$ cat src/sv/integer_to_custom_radix_digits_assert.svh
// Assertion macros for the radix conversion block.
`ifndef INTEGER_TO_CUSTOM_RADIX_DIGITS_ASSERT_SVH
`define INTEGER_TO_CUSTOM_RADIX_DIGITS_ASSERT_SVH

// Same-cycle implication, disabled during reset.
`define ITCR_ASSERT_NOW(label, clk, rst, ante, cons) \
   label: assert property (@(posedge clk) disable iff (rst) (ante) |-> (cons)) \
      else $error("itcr: same-cycle check failed");

// Next-cycle implication, disabled during reset.
`define ITCR_ASSERT_NEXT(label, clk, rst, ante, cons) \
   label: assert property (@(posedge clk) disable iff (rst) (ante) |=> (cons)) \
      else $error("itcr: next-cycle check failed");

`endif

$ cat src/sv/itcr_pkg.sv
// Shared constants, types and helpers for the radix conversion block.
package itcr_pkg;

   localparam int VALUE_W         = 32;
   localparam int DIGIT_W         = 4;
   localparam int SYM_W           = 8;
   localparam int COUNT_W         = 5;
   localparam int CSR_DATA_W      = 64;
   localparam int CSR_IDX_W       = 2;
   localparam int SYMS_PER_WORD   = CSR_DATA_W / SYM_W;
   localparam int MAX_SYMBOLS_DEF = 16;
   localparam int STACK_DEPTH     = VALUE_W;
   localparam int DEPTH_W         = $clog2(STACK_DEPTH + 1);

   localparam logic [COUNT_W-1:0] COUNT_RESET = 5'd10;
   localparam logic [COUNT_W-1:0] MIN_SYMBOLS = 5'd2;

   localparam logic [SYM_W-1:0] CHAR_MINUS = 8'h2D;
   localparam logic [SYM_W-1:0] CHAR_PLUS  = 8'h2B;
   localparam logic [SYM_W-1:0] CHAR_LOW   = 8'd32;
   localparam logic [SYM_W-1:0] CHAR_HIGH  = 8'd127;
   localparam logic [SYM_W-1:0] CHAR_ZERO  = 8'h30;

   typedef enum logic [CSR_IDX_W-1:0] {
      CSR_COUNT  = 2'd0,
      CSR_SYM_LO = 2'd1,
      CSR_SYM_HI = 2'd2
   } csr_idx_type;

   typedef enum logic [2:0] {
      ST_IDLE,
      ST_CHECK,
      ST_SIGN,
      ST_DIV,
      ST_EMIT
   } state_type;

   typedef struct packed {
      logic load;
      logic run;
   } div_ctl_type;

   typedef struct packed {
      logic               busy;
      logic               done;
      logic               quot_zero;
      logic [DIGIT_W-1:0] rem;
   } div_stat_type;

   typedef struct packed {
      logic push;
      logic pop;
   } stk_ctl_type;

   function automatic logic [SYM_W-1:0] sym_reset(input int k);
      return (k < int'(COUNT_RESET)) ? SYM_W'(int'(CHAR_ZERO) + k) : '0;
   endfunction

endpackage

$ cat src/sv/integer_to_custom_radix_digits.sv
// Top level: signed integer to text in a configurable radix, one character per beat.
//
// req_* carries one 32-bit two's complement value per beat. rsp_* returns its
// text one character per beat, most significant digit first, with a leading '-'
// for negative values and rsp_tlast on the final character. csr_* writes the
// symbol count (index 0) and the alphabet bytes (indexes 1 and 2); write only
// while the block is idle. An alphabet that fails the check produces no beats.
// Each digit comes from a bit-serial divider that restarts and then works out 32
// quotient bits; a value occupies the block until its last digit is emitted.
// Digits leave at one beat per cycle while rsp_tready is high. An invalid
// alphabet sends the block from the check state straight back to idle.
// The output register holds a beat while rsp_tready is low, and the sequencer
// holds with it in the sign and emit states; the next value is taken while the
// final beat still waits. Reset is synchronous: it empties the pipeline and
// restores count 10 with the decimal alphabet.
module integer_to_custom_radix_digits
   import itcr_pkg::*;
#(
   parameter int MAX_SYMBOLS = MAX_SYMBOLS_DEF
) (
   input  logic                  clock,
   input  logic                  reset,
   input  logic                  req_tvalid,
   output logic                  req_tready,
   input  logic [VALUE_W-1:0]    req_tdata,   // [31:0] value
   output logic                  rsp_tvalid,
   input  logic                  rsp_tready,
   output logic [SYM_W-1:0]      rsp_tdata,   // [7:0] symbol
   output logic                  rsp_tlast,
   input  logic                  csr_valid,
   output logic                  csr_ready,
   input  logic [CSR_IDX_W-1:0]  csr_index,
   input  logic [CSR_DATA_W-1:0] csr_data
);

   localparam int IDX_W = (MAX_SYMBOLS > 1) ? $clog2(MAX_SYMBOLS) : 1;

   logic [COUNT_W-1:0]                count_ff;
   logic [MAX_SYMBOLS-1:0][SYM_W-1:0] sym_ff;
   logic [COUNT_W-1:0]                radix;
   logic                              alpha_ok;

   state_type state_ff;
   state_type state_in;
   logic      neg_ff;

   logic               rsp_valid_ff;
   logic               rsp_valid_in;
   logic [SYM_W-1:0]   rsp_data_ff;
   logic               rsp_last_ff;

   div_ctl_type        div_ctl;
   div_stat_type       div_stat;
   stk_ctl_type        stk_ctl;
   logic [DIGIT_W-1:0] stk_top;
   logic [DEPTH_W-1:0] stk_depth;
   logic [VALUE_W-1:0] dividend;

   logic               out_free;
   logic               emit_load;
   logic [SYM_W-1:0]   emit_sym;
   logic               emit_last;
   logic               div_finish;

   assign csr_ready = 1'b1;

   always_ff @(posedge clock) begin
      if (reset) begin
         count_ff <= COUNT_RESET;
         for (int k = 0; k < MAX_SYMBOLS; k++) begin
            sym_ff[k] <= sym_reset(k);
         end
      end else if (csr_valid) begin
         unique case (csr_idx_type'(csr_index))
            CSR_COUNT: begin
               count_ff <= csr_data[COUNT_W-1:0];
            end
            CSR_SYM_LO: begin
               for (int k = 0; k < MAX_SYMBOLS; k++) begin
                  if (k < SYMS_PER_WORD) begin
                     sym_ff[k] <= csr_data[(k % SYMS_PER_WORD) * SYM_W +: SYM_W];
                  end
               end
            end
            CSR_SYM_HI: begin
               for (int k = 0; k < MAX_SYMBOLS; k++) begin
                  if (k >= SYMS_PER_WORD) begin
                     sym_ff[k] <= csr_data[(k % SYMS_PER_WORD) * SYM_W +: SYM_W];
                  end
               end
            end
            default: begin
            end
         endcase
      end
   end

   assign radix = (count_ff > COUNT_W'(MAX_SYMBOLS)) ? COUNT_W'(MAX_SYMBOLS) : count_ff;

   itcr_alpha_check #(
      .MAX_SYMBOLS (MAX_SYMBOLS)
   ) u_check (
      .clock   (clock),
      .reset   (reset),
      .symbols (sym_ff),
      .radix   (radix),
      .ok      (alpha_ok)
   );

   assign dividend = req_tdata[VALUE_W-1] ? (~req_tdata + VALUE_W'(1)) : req_tdata;

   itcr_serial_div u_div (
      .clock    (clock),
      .reset    (reset),
      .ctl      (div_ctl),
      .dividend (dividend),
      .radix    (radix),
      .stat     (div_stat)
   );

   itcr_digit_stack u_stack (
      .clock (clock),
      .reset (reset),
      .ctl   (stk_ctl),
      .din   (div_stat.rem),
      .top   (stk_top),
      .depth (stk_depth)
   );

   assign out_free   = !rsp_valid_ff || rsp_tready;
   assign div_finish = div_stat.quot_zero || (stk_depth == DEPTH_W'(STACK_DEPTH - 1));

   always_comb begin
      state_in = state_ff;
      unique case (state_ff)
         ST_IDLE: begin
            if (req_tvalid) state_in = ST_CHECK;
         end
         ST_CHECK: begin
            if (!alpha_ok) begin
               state_in = ST_IDLE;
            end else if (neg_ff) begin
               state_in = ST_SIGN;
            end else begin
               state_in = ST_DIV;
            end
         end
         ST_SIGN: begin
            if (out_free) state_in = ST_DIV;
         end
         ST_DIV: begin
            if (div_stat.done && div_finish) state_in = ST_EMIT;
         end
         ST_EMIT: begin
            if (out_free && stk_depth == DEPTH_W'(1)) state_in = ST_IDLE;
         end
         default: begin
            state_in = ST_IDLE;
         end
      endcase
   end

   always_comb begin
      req_tready   = (state_ff == ST_IDLE);
      div_ctl.load = (state_ff == ST_IDLE) && req_tvalid;
      div_ctl.run  = ((state_ff == ST_CHECK) && alpha_ok && !neg_ff) ||
                     ((state_ff == ST_SIGN) && out_free) ||
                     ((state_ff == ST_DIV) && div_stat.done && !div_finish);
      stk_ctl.push = (state_ff == ST_DIV) && div_stat.done;
      stk_ctl.pop  = (state_ff == ST_EMIT) && out_free;
      emit_load    = ((state_ff == ST_SIGN) || (state_ff == ST_EMIT)) && out_free;
      emit_sym     = (state_ff == ST_SIGN) ? CHAR_MINUS : sym_ff[stk_top[IDX_W-1:0]];
      emit_last    = (state_ff == ST_EMIT) && (stk_depth == DEPTH_W'(1));
   end

   always_comb begin
      if (emit_load) begin
         rsp_valid_in = 1'b1;
      end else if (rsp_tready) begin
         rsp_valid_in = 1'b0;
      end else begin
         rsp_valid_in = rsp_valid_ff;
      end
   end

   always_ff @(posedge clock) begin
      if (reset) begin
         state_ff     <= ST_IDLE;
         rsp_valid_ff <= 1'b0;
      end else begin
         state_ff     <= state_in;
         rsp_valid_ff <= rsp_valid_in;
      end
   end

   always_ff @(posedge clock) begin
      if (div_ctl.load) neg_ff <= req_tdata[VALUE_W-1];
      if (emit_load) begin
         rsp_data_ff <= emit_sym;
         rsp_last_ff <= emit_last;
      end
   end

   assign rsp_tvalid = rsp_valid_ff;
   assign rsp_tdata  = rsp_data_ff;
   assign rsp_tlast  = rsp_last_ff;

`include "integer_to_custom_radix_digits_assert.svh"

   `ITCR_ASSERT_NOW(a_emit_has_digit, clock, reset, state_ff == ST_EMIT, stk_depth != '0)
   `ITCR_ASSERT_NOW(a_div_only_in_div, clock, reset, div_stat.busy, state_ff == ST_DIV)
   `ITCR_ASSERT_NEXT(a_accept_to_check, clock, reset, req_tvalid && req_tready, state_ff == ST_CHECK)

endmodule

$ cat src/sv/itcr_alpha_check.sv
// Alphabet validity check over the active symbols, registered.
module itcr_alpha_check
   import itcr_pkg::*;
#(
   parameter int MAX_SYMBOLS = MAX_SYMBOLS_DEF
) (
   input  logic                              clock,
   input  logic                              reset,
   input  logic [MAX_SYMBOLS-1:0][SYM_W-1:0] symbols,
   input  logic [COUNT_W-1:0]                radix,
   output logic                              ok
);

   logic ok_ff;
   logic ok_in;
   logic bad;

   always_comb begin
      bad = 1'b0;
      for (int i = 0; i < MAX_SYMBOLS; i++) begin
         if (COUNT_W'(i) < radix) begin
            if (symbols[i] < CHAR_LOW || symbols[i] >= CHAR_HIGH ||
                symbols[i] == CHAR_PLUS || symbols[i] == CHAR_MINUS) begin
               bad = 1'b1;
            end
         end
         for (int j = i + 1; j < MAX_SYMBOLS; j++) begin
            if (COUNT_W'(j) < radix && symbols[i] == symbols[j]) begin
               bad = 1'b1;
            end
         end
      end
      ok_in = (radix >= MIN_SYMBOLS) && !bad;
   end

   always_ff @(posedge clock) begin
      if (reset) begin
         ok_ff <= 1'b0;
      end else begin
         ok_ff <= ok_in;
      end
   end

   assign ok = ok_ff;

endmodule

$ cat src/sv/itcr_serial_div.sv
// Bit-serial restoring divider: one quotient bit per cycle, small radix.
module itcr_serial_div
   import itcr_pkg::*;
(
   input  logic               clock,
   input  logic               reset,
   input  div_ctl_type        ctl,
   input  logic [VALUE_W-1:0] dividend,
   input  logic [COUNT_W-1:0] radix,
   output div_stat_type       stat
);

   localparam int CNT_W = $clog2(VALUE_W);

   logic [VALUE_W-1:0] mag_ff;
   logic [DIGIT_W-1:0] rem_ff;
   logic [CNT_W-1:0]   cnt_ff;
   logic               busy_ff;
   logic               done_ff;

   logic [DIGIT_W:0]   trial;
   logic [DIGIT_W:0]   diff;
   logic               ge;
   logic [DIGIT_W-1:0] rem_step;

   always_comb begin
      trial    = {rem_ff, mag_ff[VALUE_W-1]};
      ge       = trial >= (DIGIT_W + 1)'(radix);
      diff     = trial - (DIGIT_W + 1)'(radix);
      rem_step = ge ? diff[DIGIT_W-1:0] : trial[DIGIT_W-1:0];
   end

   always_ff @(posedge clock) begin
      if (reset) begin
         busy_ff <= 1'b0;
         done_ff <= 1'b0;
         cnt_ff  <= '0;
      end else begin
         done_ff <= 1'b0;
         if (ctl.run) begin
            busy_ff <= 1'b1;
            cnt_ff  <= '0;
         end else if (busy_ff) begin
            cnt_ff <= cnt_ff + CNT_W'(1);
            if (cnt_ff == CNT_W'(VALUE_W - 1)) begin
               busy_ff <= 1'b0;
               done_ff <= 1'b1;
            end
         end
      end
   end

   always_ff @(posedge clock) begin
      if (ctl.load) begin
         mag_ff <= dividend;
      end else if (ctl.run) begin
         rem_ff <= '0;
      end else if (busy_ff) begin
         mag_ff <= {mag_ff[VALUE_W-2:0], ge};
         rem_ff <= rem_step;
      end
   end

   assign stat.busy      = busy_ff;
   assign stat.done      = done_ff;
   assign stat.quot_zero = (mag_ff == '0);
   assign stat.rem       = rem_ff;

endmodule

$ cat src/sv/itcr_digit_stack.sv
// Digit stack as a shift register: push and pop at the head.
module itcr_digit_stack
   import itcr_pkg::*;
(
   input  logic               clock,
   input  logic               reset,
   input  stk_ctl_type        ctl,
   input  logic [DIGIT_W-1:0] din,
   output logic [DIGIT_W-1:0] top,
   output logic [DEPTH_W-1:0] depth
);

   logic [DIGIT_W-1:0] stk_ff [STACK_DEPTH];
   logic [DEPTH_W-1:0] depth_ff;

   always_ff @(posedge clock) begin
      if (reset) begin
         depth_ff <= '0;
      end else if (ctl.push) begin
         depth_ff <= depth_ff + DEPTH_W'(1);
      end else if (ctl.pop) begin
         depth_ff <= depth_ff - DEPTH_W'(1);
      end
   end

   always_ff @(posedge clock) begin
      if (ctl.push) begin
         stk_ff[0] <= din;
         for (int k = 1; k < STACK_DEPTH; k++) begin
            stk_ff[k] <= stk_ff[k-1];
         end
      end else if (ctl.pop) begin
         for (int k = 0; k < STACK_DEPTH - 1; k++) begin
            stk_ff[k] <= stk_ff[k+1];
         end
      end
   end

   assign top   = stk_ff[0];
   assign depth = depth_ff;

endmodule
$ cat config.mk
export PLATFORM = sky130hd
export DESIGN_NAME = integer_to_custom_radix_digits
export DESIGN_NICKNAME = d
export VERILOG_FILES = /design/src/sv/itcr_pkg.sv /design/src/sv/integer_to_custom_radix_digits.sv /design/src/sv/itcr_alpha_check.sv /design/src/sv/itcr_serial_div.sv /design/src/sv/itcr_digit_stack.sv
export VERILOG_INCLUDE_DIRS = /design/src /design/src/sv
export SDC_FILE = /design/constraint.sdc
export NUM_CORES = 1
export LEC_CHECK = 0
export BUFFER_PORTS_ARGS = -buffer_cell sky130_fd_sc_hd__buf_2
export CORE_MARGIN = 4
export CORE_UTILIZATION = 40
export DETAILED_ROUTE_END_ITERATION = 8
export PLACE_DENSITY = 0.58
export SLEW_MARGIN = 20
export SYNTH_ARGS = -nofsm -noshare
export SYNTH_HDL_FRONTEND = slang
export SYNTH_SLANG_ARGS = --single-unit
$ cat constraint.sdc
create_clock -name clock -period 10.9 [get_ports clock]
set_input_delay 2.18 -clock clock [delete_from_list [all_inputs] [get_ports clock]]
set_output_delay 2.18 -clock clock [all_outputs]
set_load 0.005 [all_outputs]
# Yosys cells after proc, flatten, opt, wreduce, memory -nomap -nowiden
# Memory sizes are Yosys's and may differ from the RTL's.
# Index checks and enable logic that the tools add are counted.
# classes
n_mux	212
n_addsub	5
n_eq_ne	166
bitwise	34
n_lt_le_gt_ge	52
n_reduce_logical	204
# ops
op	n
== test 8 bit	120
== test 8 x 6 -> 1 bit (second input constant)	32
two-way mux 1 bit	164
logical AND 1 bit	132
two-way mux 4 bit	33
>= comparator 8 x 7 -> 1 bit (second input constant)	16
< comparator 8 x 6 -> 1 bit (second input constant)	16
two-way mux 32 bit	4
logical OR 1 bit	53
< comparator 4 x 5 -> 1 bit (first input constant)	8
adder 32 x 1 -> 32 bit (second input constant)	1
binary-select mux 8 bit (select 4 bit)	1
logical NOT 32 bit	1
NOT 32 bit	1
bitwise OR 1 bit	31
< comparator 3 x 5 -> 1 bit (first input constant)	4
one-hot mux 3 bit (5 select lines)	1
two-way mux 3 bit	4
two-way mux 6 bit	2
< comparator 1 x 5 -> 1 bit (first input constant)	2
< comparator 2 x 5 -> 1 bit (first input constant)	2
AND reduction 2 bit	5
two-way mux 8 bit	1
!= test 2 bit (second input constant)	4
other kinds (27)	35
# word_totals
reg_bits	197
inputBits	103
output_inout_bits	12
memories	1
ramBits	128
word_cells	703
# mem_list
memory	depth	width	rd	rd_ports_with_merged_regs	write_ports	line	source
u_stack.stk_ff	32	4	32	0	32	itcr_digit_stack.sv:13	logic [DIGIT_W-1:0] stk_ff [STACK_DEPTH];

# Depth between registers and ports, before layout
# Gate-level depths: netlist of run 1.
# depth
depth_word	158
depth_mapped	12
mapped_depth_nobuf	10

# By module
# From an unflattened synthesis of run 1, not the netlist that was laid out.
# hier_totals
cells_unflattened	3024
hier_area_um2	27913.0
# modules_own_cells
module	cells_per_inst	seq_area_each_um2	area_per_inst_um2	instances
itcr_alpha_check	1747	20.0	13110.1	1
integer_to_custom_radix_digits	812	3042.9	6944.2	1
itcr_digit_stack	313	3963.8	5735.5	1
itcr_serial_div	152	1221.2	2123.3	1

# Worst setup path after synthesis of run 1
# No wires, ideal clock.
# synth_timing
kind	input port to flip-flop
startpoint	in rsp_tready
endpoint	mem u_stack.stk_ff[0][0], enable pin
arrival_ns	4.921
t_required_ns	9.808
slack_ns	4.887
setup_time_ns	1.092
n_path_buf	1
cell_stages	4
cell_sequence	nand2b_1 -> nand3_1 -> clkbuf_1 -> nand2_1
# synth_rtl
element	line	source
from (decl)	integer_to_custom_radix_digits.sv:27	input logic rsp_tready,
to (decl)	itcr_digit_stack.sv:13	

==> results of run 1 <==
==> cell type report <==
cell class	count	area (um2)	share of cell area, %
inverters	19	71.3	0.240
clock buffers	55	1100	3.69
well taps	873	1090	3.67
repair buffers	256	1650	5.53
flip-flops and latches	325	8250	27.7
clock inverters	19	184	0.618
diodes	4	10.0	0.0337
multi-input cells	2425	17400	58.5
==> routing by layer <==
metal  vias to the layer above  track usage, %  wire length [um]  part of all wire (%)
met2                      1328            38.6             40900                    43
met3                       377            5.56              9970                    11
li1                      10500               -                 -                     -
met4                         2            13.9              6340                   6.7
met1                     11200            32.4             37800                    40
met5                         -               0                13                 0.014
==> through the flow <==
step / area, um2 / instances / setup slack [ns] / power [mW]
finish: 29700 / 3976 / 6.74 / 3.33
global route: 29700 / 3972 / 6.51 / 3.45
CTS: 29700 / 3972 / 6.53 / 3.35
detailed placement: 28400 / 3898 / 5.91 / 2.02
global placement: 28400 / 3898 / 5.89 / 2.02
floorplan: 27500 / 3124 / 4.89 / 1.84
==> cell families (layout without fill, tap and decap cells) <==
family	after synthesis	in the layout	share of synthesized area, %
flip-flops	325	325	30.0
AND/OR/NAND/NOR	997	997	17.7
AO/OA/AOI/OAI	300	300	6.54
XOR/XNOR	996	996	31.8
multiplexers	119	119	6.49
adder cells (fa/ha/maj)	12	12	0.574
buffers and inverters	374	349	6.80
other	1	5	0.0137
==> report_power, final <==
part | switching (mW) | total, mW | internal, mW
logic | 0.405 | 0.664 | 0.259
clock network | 0.570 | 1.31 | 0.738
registers | 0.0329 | 1.35 | 1.32
total | 1.01 | 3.33 | 2.32
==> cell usage in the layout (no fill, tap or decap), types with 7 or more instances in the layout <==
cell       instances
mux2_2            72
buf_4            143
nand3_1           17
a31oi_1           12
o22ai_1            8
o21ai_0           35
nor3_1            17
buf_2            112
dfxtp_1          151
inv_1             18
nor4_1           141
a21oi_1          159
nor4b_1           16
mux4_2            40
nand2_1          465
xnor2_1          520
xor2_1           474
edfxtp_1         174
o31ai_1           21
mux2i_1            7
a21o_1             8
or2_2              8
ha_1              11
clkbuf_16         40
a211oi_1          12
nor2_1           107
clkbuf_1          11
nor2b_1           10
nand3b_1          38
nand4_1          142
==> worst reg2reg max path, stage by stage (launching register included) <==
cell and delay, ns:
dfxtp_1 0.97, inv_1 0.62, nand2_1 0.24, ha_1 0.27, a21o_1 0.16, a21oi_1 0.21
a21boi_0 0.11, o21ai_0 0.16, nand2b_1 0.24, mux2i_1 0.26, nor2_1 0.06
==> flip-flops by register name, summed over array words and instances, names as in the netlist, 3 cells and up <==
signal,flops
sym_ff,128
u_stack.stk_ff,128
u_div.mag_ff,32
rsp_tdata,8
u_stack.depth,6
count_ff,5
u_div.cnt_ff,5
u_div.rem_ff,4
state_ff,3
==> worst max path at each step <==
stage / to / slack [ns] / from / cells after the start
4_1_cts: u_stack.stk_ff[0][71] / 6.53 / rsp_tready / 6
3_3_place_gp: u_stack.stk_ff[0][122] / 5.89 / rsp_tready / 6
2_1_floorplan: u_stack.stk_ff[0][0] / 4.89 / rsp_tready / 4
3_5_place_dp: u_stack.stk_ff[0][107] / 5.91 / rsp_tready / 6
6_report: u_stack.stk_ff[0][121] / 6.74 / rsp_tready / 6
5_1_grt: u_stack.stk_ff[0][99] / 6.51 / rsp_tready / 6
==> results.yml, run 1 <==
outcome:
  status: "completed"
die:
  die_height_um: 270
  die-area_um2: 72900
  dieWidth_um: 270
  rows: 95
  io_pins: 115
  coreArea_um2: 67600
  initial_core_util_pct: 40.6
setup_path:
  worst_setup_path_start_kind: "input pin"
  critPathMaxFanout: 89
  cp_slowest_cell: "buf_4"
  path_class: "in -> reg"
  cp_top_family: "buffers and inverters"
  critical_path_buf_inv_count: 3
  r2r_slack_ns: 7.33
  worstReg2RegEnd: "u_div.rem_ff[2]"
  r2r_start: "count_ff[4]"
  r2r_cells: 10
  crit_path_cell_trace: "buf_2 > nand2b_1 > nand3_4 > buf_4 > nand2_4 > buf_6"
  cp_slowest_stage_delay_ns: 0.70
  cp.arrival_ns: 4.38
  end_kind: "register"
  crit_required_ns: 11.12
sta:
  fin_crit_ns: 4.16
  maxSlewViolCount: 0
  holdWs_ns: 0.455
  fin_tns_setup_ns: 0
  final-setup-viol-count: 0
  hold_viol: 0
  finalCritPeriodShare_pct: 38.2
  max_freq_mhz: 240
  slew_headroom_pct: 29.5
  rsz0062_at_grt: "no"
  max_slew.worst_pin.slew_ns: 1.06
  fin_skew_ns: 0.0407
layout:
  fillers: 6650
  final_nets: 3182
  area_growth_pct: 8.29
  final_util_pct: 44.0
  drive_gt1_share_pct: 14.6
logic_synthesis:
  synthFlopType: "edfxtp_1"
  syn_inst: 3124
  synth_fp_nets: 3239
  syn_avg_cell_area_um2: 8.79
  synth_cell_type_count: 65
  synth_top_area_share_pct: 19.0
  yosys.area.top_type: "edfxtp_1"
  ys_async_sr_fraction_pct: 0
  yosysMostFrequentCell: "xnor2_1"
  seq_area_frac_synth_pct: 30.0
  yosys-top-cells-area: "edfxtp_1 19%, xnor2_1 17%, xor2_1 15%"
  synth-edff-count: 174
  synth_warnings: 0
  synthTopCellsByCount: "520 x xnor2_1, 474 x xor2_1, 467 x nand2_1, 210 x buf_2, 174 x edfxtp_1"
  netlist_area_um2: 27500
  ys_ff_latch: 325
detailed_routing:
  dr_total_vias: 23400
  drc: 0
  vias_per_cell: 5.88
  ant_nets: 0
  drt_iter0_markers: 2600
  avgRoutedWirePerCell_um: 23.9
  first_pass_iters: 5
  drt-total-wl_mm: 94.9
global_routing:
  track_usage_pct: 25.0
  grt_max_degree: 90
  grt_overflow: 0
  grt_pass1_vias: 22100
  grt_pass1_wl_mm: 142
  antenna_found_initial: 6
worst_hold_path:
  hp-class: "reg -> reg"
  worstHoldPathCells: 2
  worstHoldEndpoint: "sym_ff[108]"
  hold_start: "sym_ff[108]"
cts:
  numCtsBuffers: 40
  cts_hold_buf: 0
  cts.htree.levels: 2
  post_cts_buffers: 0
  cts_tree: "built"
  cts_buffer_depth: 3
  root_buffer: "clkbuf_16"
  cts_resized: 0
  clk_pin_slew_ns: 0.06
  numClockSinks: 325
  clkLatencyLatePin_ns: 0.61
job:
  maxCapViolCount: 0
placement:
  place.port_buffers: 113
  place_hpwl_mm: 58.1
  gp_congestion: 0.959
power_and_ir_drop:
  max-vdd-ir-drop_mv: 0.105
  power.density_nw_per_um2: 112
  p_leak_nw: 11.0
(Power assumes the default switching activity.)
==> run 2: changes to the inputs <==
Clock period 10.9 ns to 4.24 ns, I/O delays scaled along.
==> results.yml, run 2 (synthesis gave the netlist of run 1 again) <==
outcome:
  status: "completed"
setup_path:
  worst_setup_path_start_kind: "register"
  critPathMaxFanout: 17
  critical_path_buf_inv_count: 1
  cp_top_family: "flip-flops"
  end_kind: "register"
  path_class: "reg -> reg"
  crit_path_cell_trace: "buf_4 > xnor2_1 > nand4_1 > nor2_1 > nor4_1 > a31oi_1 > a21oi_1 > nand4_1 > a211oi_2"
  cp_slowest_stage_delay_ns: 1.12
  cpMostUsedCell: "nand4_1"
  cp_slowest_cell: "dfxtp_1"
  cp.arrival_ns: 3.80
  crit_required_ns: 4.77
placement:
  place.port_buffers: 113
  post-place-ws_ns: 1.13
  place_hpwl_mm: 70.0
  postPlaceCellArea_um2: 28700
  gp_congestion: 1.05
cts:
  numClockSinks: 325
  cts_tree: "built"
  cts_resized: 0
  cts.htree.levels: 2
  cts_hold_buf: 0
  cts_buffer_depth: 3
  clkLatencyLatePin_ns: 0.61
  root_buffer: "clkbuf_16"
  numCtsBuffers: 39
  clk_pin_slew_ns: 0.07
  post_cts_buffers: 0
die:
  die-area_um2: 72900
  dieWidth_um: 270
  die_height_um: 270
  initial_core_util_pct: 40.6
  coreArea_um2: 67600
  io_pins: 115
  rows: 95
power_and_ir_drop:
  p_leak_nw: 11.1
  power.density_nw_per_um2: 286
  max-vdd-ir-drop_mv: 0.269
global_routing:
  antenna_found_initial: 6
  grt_use_met2_pct: 40.3
  grt_pass1_wl_mm: 149
  track_usage_pct: 26.6
  grt_use_met3_pct: 5.82
  grt_max_degree: 126
  grt_overflow: 0
  top_usage_layer: "met2"
  grtUsageMet1_pct: 34.7
  grt_pass1_vias: 22700
detailed_routing:
  drt-total-wl_mm: 101
  first_pass_iters: 7
  drc: 0
  dr_total_vias: 23800
  avgRoutedWirePerCell_um: 25.2
  ant_nets: 0
  vias_per_cell: 5.95
  drt_iter0_markers: 2593
sta:
  fin_ws_ns: 0.972
  fin_skew_ns: 0.0376
  fin_tns_setup_ns: 0
  maxSlewViolCount: 0
  max_slew.worst_pin.slew_ns: 1.22
  hold_viol: 0
  max_freq_mhz: 306
  final-setup-viol-count: 0
  rsz0062_at_grt: "no"
  fin_crit_ns: 3.27
  slew_headroom_pct: 18.5
  finalCritPeriodShare_pct: 77.1
layout:
  top_regs: "sym_ff x128, u_stack.stk_ff x128, u_div.mag_ff x32"
  area_growth_pct: 9.06
  mostFrequentLayoutCell: "xnor2_1"
  drive_gt1_share_pct: 15.4
  final_util_pct: 44.3
  final_cell_mix: "520 x xnor2_1, 474 x xor2_1, 465 x nand2_1"
  post-route-cell-area_um2: 30000
  final_nets: 3202
job:
  maxCapViolCount: 0
worst_hold_path:
  hp-class: "reg -> reg"
## run 2: cell types whose count changed in the layout (fill, tap and decap cells not counted), sizes merged
cell / before / now
buf: 256 / 277
clkinvlp: 6 / 0
clkbuf: 55 / 60
clkinv: 11 / 7
diode: 4 / 7
inv: 20 / 23
bufinv: 1 / 0
## run 2: path summary, 6_finish.rpt
| check | slack, ns | endpoint | cells after the start | start |
|---|---|---|---|---|
| max | 0.97 | u_check.ok | 9 | sym_ff[62] |
| min | 0.45 | u_stack.stk_ff[0][127] | 0 | u_stack.stk_ff[0][123] |
| max reg2reg | 0.97 | u_check.ok | 9 | sym_ff[62] |
| min reg2reg | 0.45 | u_stack.stk_ff[0][127] | 0 | u_stack.stk_ff[0][123] |
## run 2: cell type report
cell class,instances,area [um2]
inverter,19,71.3
antenna,7,17.5
timing repair buffer,277,1870
sequential,325,8260
clock buffer,60,1130
fill,6635,37700
tap,873,1090
clock inverter,11,120
multi-input combinational,2425,17400
## run 2: stage by stage
stage,total power [mW],std cells,hold slack (ns)
finish,8.57,3997,0.449
global route,8.87,3990,0.460
CTS,8.59,3990,0.448
detailed placement,5.25,3919,0.435
global placement,5.24,3919,0.433
floorplan,4.74,3124,0.426
## run 2: report_power, final
part           switching [mW]  total [mW]  internal (mW)  leakage (nW)
registers               0.318        3.72           3.40          2.62
logic                   0.835        1.52          0.683          7.88
clock network            1.47        3.34           1.87         0.617
total                    2.62        8.57           5.95          11.1
## run 2: per-layer routing
layer	part of all wire, %	up-vias	wire, um
li1	-	10500	-
met1	40	11500	40500
met2	43	1393	42800
met3	10	399	10200
met4	7.1	0	7180
met5	0	-	0
## run 2: worst register-to-register path: cells and delay by family (launching register included)
family          cells  cell delay [ns]
buf+inv             1             0.36
compound gates      3             0.82
flops               1             1.12
xor+xnor            1             0.10
simple gates        4             0.80
